`config.mk`:
```
export PLATFORM = sky130hd
export DESIGN_NAME = ste_mac
export DESIGN_NICKNAME = d
export VERILOG_FILES = /design/src/ste_pkg.sv /design/src/ste_mac.sv
export SDC_FILE = /design/constraint.sdc
export NUM_CORES = 2
export LEC_CHECK = 0
export BUFFER_PORTS_ARGS = -buffer_cell sky130_fd_sc_hd__buf_2
export CAP_MARGIN = 0
export CORE_MARGIN = 2
export CORE_UTILIZATION = 55
export CTS_CLUSTER_SIZE = 12
export DETAILED_ROUTE_END_ITERATION = 8
export PLACE_DENSITY_LB_ADDON = 0.05
export SETUP_SLACK_MARGIN = 0.15
export SLEW_MARGIN = 20
export SYNTH_ARGS = -nofsm -noshare
export SYNTH_HDL_FRONTEND = slang
export SYNTH_SLANG_ARGS = --single-unit
```
`constraint.sdc`:
```
create_clock -name clk -period 23.6 [get_ports clk]
set_clock_uncertainty 0.1 [all_clocks]
set_input_delay 3.54 -clock clk [delete_from_list [all_inputs] [get_ports clk]]
set_output_delay 3.54 -clock clk [all_outputs]
set_load 0.01 [all_outputs]
```
`src/ste_pkg.sv`:
```
// Shared types and constants of the stereo treble exciter.
`timescale 1ns / 1ps

package ste_pkg;

  // Sample, coefficient and internal word formats
  localparam int SAMPLE_BITS = 24;
  localparam int COEFF_BITS  = 26;
  localparam int SFRAC       = SAMPLE_BITS - 1;
  localparam int CFRAC       = COEFF_BITS - 4;
  localparam int GAIN_BITS   = 24;
  localparam int GAIN_FRAC   = 19;
  localparam int SHAPE_BITS  = 16;
  localparam int WORD_BITS   = 32;
  localparam int OPND_BITS   = WORD_BITS + 1;
  localparam int PROD_BITS   = 2 * OPND_BITS;
  localparam int ACC_BITS    = 48;

  // Configuration port
  localparam int CFG_IDX_BITS  = 3;
  localparam int CFG_DATA_BITS = 32;

  localparam logic [CFG_IDX_BITS-1:0] CFG_FIRST_B0    = 3'd0;
  localparam logic [CFG_IDX_BITS-1:0] CFG_FIRST_A1    = 3'd1;
  localparam logic [CFG_IDX_BITS-1:0] CFG_FIRST_A2    = 3'd2;
  localparam logic [CFG_IDX_BITS-1:0] CFG_SECOND_B0   = 3'd3;
  localparam logic [CFG_IDX_BITS-1:0] CFG_SECOND_A1   = 3'd4;
  localparam logic [CFG_IDX_BITS-1:0] CFG_SECOND_A2   = 3'd5;
  localparam logic [CFG_IDX_BITS-1:0] CFG_WET_GAIN    = 3'd6;
  localparam logic [CFG_IDX_BITS-1:0] CFG_SHAPE_COEFF = 3'd7;

  typedef struct packed {
    logic signed [SAMPLE_BITS-1:0] left_in;
    logic signed [SAMPLE_BITS-1:0] right_in;
  } sample_t;

  typedef struct packed {
    logic signed [SAMPLE_BITS-1:0] left_out;
    logic signed [SAMPLE_BITS-1:0] right_out;
  } result_t;

  // Sequencer states
  typedef enum logic [1:0] {
    ST_IDLE,
    ST_MUL,
    ST_ACC
  } state_t;

  // One multiply per step: low-pass taps, shaper, high-pass taps, wet mix
  typedef enum logic [3:0] {
    LP_X0,
    LP_X1,
    LP_X2,
    LP_Y1,
    LP_Y2,
    SH_MAG,
    SH_MUL,
    HP_X0,
    HP_X1,
    HP_X2,
    HP_Y1,
    HP_Y2,
    MIX_OUT
  } step_t;

  typedef struct packed {
    logic  mul_en;
    logic  acc_en;
    step_t step;
  } mac_ctl_t;

endpackage

```
`src/ste_mac.sv`:
```
// Shared multiplier with accumulator, shaper gain and saturation logic.
`timescale 1ns / 1ps

module ste_mac
  import ste_pkg::*;
(
  input  logic                          clk,
  input  mac_ctl_t                      ctl,
  input  logic signed [OPND_BITS-1:0]   op_a,
  input  logic signed [OPND_BITS-1:0]   op_b,
  input  logic signed [SAMPLE_BITS-1:0] dry,
  output logic signed [WORD_BITS-1:0]   wv,
  output logic signed [OPND_BITS-1:0]   kval,
  output logic signed [WORD_BITS-1:0]   biq_y,
  output logic signed [SAMPLE_BITS-1:0] mix
);

  localparam logic signed [OPND_BITS-1:0] K_ONE = OPND_BITS'(64'd1 << SFRAC);

  logic signed [PROD_BITS-1:0] prod;
  logic signed [ACC_BITS-1:0]  acc;
  logic signed [PROD_BITS-1:0] sh_c;
  logic signed [PROD_BITS-1:0] sh_s;
  logic signed [PROD_BITS-1:0] sh_m;
  logic signed [PROD_BITS-1:0] sh_g;
  logic signed [ACC_BITS-1:0]  p_c;
  logic signed [ACC_BITS-1:0]  p_s;
  logic signed [ACC_BITS-1:0]  p_g;
  logic signed [ACC_BITS-1:0]  biq_sum;
  logic signed [ACC_BITS-1:0]  mix_sum;

  // Clamp a wide value to a signed word
  function automatic logic signed [WORD_BITS-1:0] sat_word(
    input logic signed [ACC_BITS-1:0] v
  );
    logic [ACC_BITS-WORD_BITS:0] top;
    top = v[ACC_BITS-1:WORD_BITS-1];
    if ((&top) || !(|top)) begin
      return v[WORD_BITS-1:0];
    end else if (v[ACC_BITS-1]) begin
      return {1'b1, {(WORD_BITS-1){1'b0}}};
    end else begin
      return {1'b0, {(WORD_BITS-1){1'b1}}};
    end
  endfunction

  // Clamp a wide value to a signed sample
  function automatic logic signed [SAMPLE_BITS-1:0] sat_sample(
    input logic signed [ACC_BITS-1:0] v
  );
    logic [ACC_BITS-SAMPLE_BITS:0] top;
    top = v[ACC_BITS-1:SAMPLE_BITS-1];
    if ((&top) || !(|top)) begin
      return v[SAMPLE_BITS-1:0];
    end else if (v[ACC_BITS-1]) begin
      return {1'b1, {(SAMPLE_BITS-1){1'b0}}};
    end else begin
      return {1'b0, {(SAMPLE_BITS-1){1'b1}}};
    end
  endfunction

  // Floor the registered product to each fixed-point format
  assign sh_c = prod >>> CFRAC;
  assign sh_s = prod >>> SFRAC;
  assign sh_m = prod >>> SHAPE_BITS;
  assign sh_g = prod >>> GAIN_FRAC;
  assign p_c  = sh_c[ACC_BITS-1:0];
  assign p_s  = sh_s[ACC_BITS-1:0];
  assign p_g  = sh_g[ACC_BITS-1:0];

  // Last feedback tap closes the biquad sum
  assign biq_sum = acc - p_c;
  assign biq_y   = sat_word(biq_sum);

  // Dry sample plus scaled wet signal
  assign mix_sum = ACC_BITS'(dry) + p_g;
  assign mix     = sat_sample(mix_sum);

  // Multiply
  always_ff @(posedge clk) begin
    if (ctl.mul_en) begin
      prod <= PROD_BITS'(op_a) * PROD_BITS'(op_b);
    end
  end

  // Accumulate or capture the step result
  always_ff @(posedge clk) begin
    if (ctl.acc_en) begin
      unique case (ctl.step)
        LP_X0, HP_X0: acc <= p_c;
        LP_X1:        acc <= acc + (p_c <<< 1);
        HP_X1:        acc <= acc - (p_c <<< 1);
        LP_X2, HP_X2: acc <= acc + p_c;
        LP_Y1, HP_Y1: acc <= acc - p_c;
        LP_Y2, HP_Y2: wv <= biq_y;
        SH_MAG:       kval <= K_ONE - sh_m[OPND_BITS-1:0];
        SH_MUL:       wv <= sat_word(p_s);
        MIX_OUT:      acc <= acc;
        default:      acc <= acc;
      endcase
    end
  end

endmodule

```
==> metrics.txt <==
status=finished with violations; violated checks=design-rule violations; CP cell instances=buf_2 -> ha_1 -> nand4_1 -> nor3_1 -> o21ai_0 -> o31ai_1 -> and2_1 -> a21oi_1 -> o41ai_4 -> inv_2 -> a311o_1 -> nor4b_1 -> nand3_1 -> o21ai_2 -> buf_4 -> mux2_2 -> buf_2; CP max stage delay=0.78 ns; final count of pins violating max slew=0; WHS Endpoint=kval[0]; 1st-pass router iterations=9; critical path class=in -> out; DIE WIDTH=330 um; Post-Syn Area=58500 um2; CTS Hold Buffers Added=0; area added between synthesis and finish=4.14%; final wirelength=178000 um; r2r worst-path depth=14; Seq/Total Area, Yosys=8.37%; Post-Synthesis Cells=6696; GRT Util Overall=33.3%; RSZ-0062 raised after global routing=false; violation count after the first detailed-route iteration=3886; Die ar.=109000 um2; reg2reg start=prod[38]; Reg clk slew, reported paths=0.08 ns; Final Cycle Share=52.4%; critical path peak fanout=24; HP Class=reg -> reg; Clock Path Buffers=2; crit path from=dry[23]; row count=119; most frequent CP cell=buf_2; Seq cells post-synth=163; Post-synth EDFFs=163; CP bufs+invs=4; maxcap violations=0; vias in the first global route=47700; largest cells by area after synthesis=fa_1 (39%), ha_1 (8.6%), inv_1 (8.4%), edfxtp_1 (8.4%), and2_1 (6.0%); initial antenna violation count=4; async set-or-reset flop fraction in the synthesized netlist=0%; core area=105000 um2; die height=330 um; post-CTS sizing=0; Final Wtd Congestion=0.964; Vias=46500; Worst EP required=19.96 ns; Crit path max-delay family=compound AO/OA/AOI/OAI gates; Fin. Hold Viols=0; most common cell after layout, fill and taps aside=inv_1; Fillers=9782; worst-skew pair later-pin latency=0.47 ns; Worst Path Arrival=8.72 ns; Max-slew headroom=13.7%; DR vias/cell=5.79; Wirelength per Cell=22.1 um; layout cells sized above 1=5.57%; Port Buf Inserts=217; Setup crit end kind=output pin; FF-to-FF End=wv[1]; Setup Viol. Count Final=0; DRC viols=46; pin count of the biggest net entering global routing=51; Synth Area per Inst=8.73 um2; post-layout min period=12.36 ns; first-pass GRT wire length=278000 um; most frequent cells in the layout=inv_1 (1308), fa_1 (1148), nand2_1 (729), and2_1 (562), ha_1 (401); clock sinks=163; Syn. warnings=0; largest area contributor in the netlist=fa_1; Least-Margin Pin Slew=1.28 ns; hold wc startpoint=prod[16]; Hold Path Depth=0; synth unique cells=87; root buffer cell=clkbuf_16; syn_nets=8342; dpl hpwl=142000 um; critical path launch point type=input pin; setup TNS=0 ns; R2R setup slack=16.77 ns; CP max-delay cell=o41ai_4; Highest Clock Rate=80.9 MHz; CTS tree=done; cts bufs inserted=17; initial core utilization=55.5%; Nets=8272; antenna viol nets, final=0; H-tree levels=4; Top Ports=218; Post-synth top flop=edfxtp_1; share of the synthesized area in the top cell type=39.3%; Post-CTS Setup Repair Bufs=0; GRT overflow=0
synthesized netlist by cell type (all sizes together), types with 9 or more instances:
| cell type | n |
|---|---|
| mux2i | 23 |
| ha | 401 |
| or3 | 16 |
| a31o | 10 |
| a211o | 11 |
| fa | 1148 |
| nor3 | 73 |
| a21boi | 14 |
| inv | 1311 |
| xnor2 | 219 |
| edfxtp | 163 |
| nor4 | 23 |
| buf | 38 |
| a211oi | 38 |
| a221oi | 15 |
| clkbuf | 310 |
| a21oi | 369 |
| nor2b | 27 |
| and2 | 563 |
| a22oi | 12 |
| nor2 | 242 |
| a2111oi | 11 |
| a221o | 19 |
| o2111ai | 9 |
| or2 | 17 |
| nand4 | 59 |
| nand2b | 38 |
| o31ai | 40 |
| mux2 | 12 |
| o21bai | 40 |
| o21ai | 209 |
| nand2 | 730 |
| o221ai | 20 |
| a21o | 90 |
| o22ai | 26 |
| o211ai | 16 |
| nand3 | 78 |
| o21a | 34 |
| a31oi | 28 |
| xor2 | 56 |
| and3 | 27 |
worst register-to-register path, cell delays in order (launching register included):
cell,delay (ns)
edfxtp_1,0.75
inv_1,0.22
ha_1,0.64
nand2_1,0.17
nor4_2,0.59
nand3_1,0.27
a211oi_1,0.71
o31ai_1,0.19
nand2_1,0.19
mux2_2,0.37
or4_1,0.61
o41ai_4,0.22
buf_4,0.41
and2_1,0.83
a21oi_1,0.24
sequential cells by signal (all words and copies together), names as in the netlist:
signal	cells
kval	33
acc	48
wv	32
prod	50
area by class of cell:
class                           count  area [um2]  area share (%)
Clock buffer                       17         425           0.698
Clock inverter                     15         165           0.271
Multi-Input combinational cell   4874       47400            77.7
Timing Repair Buffer              259        1400            2.30
Antenna cell                        2        5.00         0.00822
Inverter                         1311        4920            8.08
Tap cell                         1391        1740            2.86
Sequential cell                   163        4890            8.04
worst max path at each step:
stage	endpoint	cells after the start
floorplan	prod[65]	29
global placement	prod[65]	25
detailed placement	prod[65]	26
CTS	mix[10]	16
global route	mix[7]	17
finish	mix[10]	17
per-stage QoR:
step	setup WS (ns)	hold WS [ns]	std cells	util (%)	area [um2]
CTS	11.28	0.459	8030	57.8	60900
finish	11.24	0.461	8032	57.8	60900
global placement	10.91	0.441	7998	57.2	60300
detailed placement	10.79	0.440	7998	57.2	60300
floorplan	12.08	0.398	6696	-	58500
global route	10.76	0.486	8030	57.8	60900
kinds of logic (layout without fill, tap and decap cells):
| logic type | after synthesis | after routing | synth area share (%) |
|---|---|---|---|
| mux | 35 | 35 | 0.625 |
| flops | 163 | 163 | 8.37 |
| compound gates | 1074 | 1074 | 11.8 |
| simple gates | 1941 | 1941 | 16.5 |
| buf+inv | 1659 | 1602 | 10.7 |
| fa+ha+maj | 1549 | 1549 | 47.9 |
| other cells | 0 | 2 | 0 |
| xor+xnor | 275 | 275 | 4.12 |
layer usage:
metal	wire length (um)	up-vias	global-route usage (%)
met1	78500	23400	48.5
met2	79300	1878	52.0
met4	4880	0	8.65
met3	15100	214	5.25
li1	-	21000	-
met5	0	-	0
Power is not shown: default switching activity piles up to over one toggle a cycle in this logic, so the estimate is an artifact.
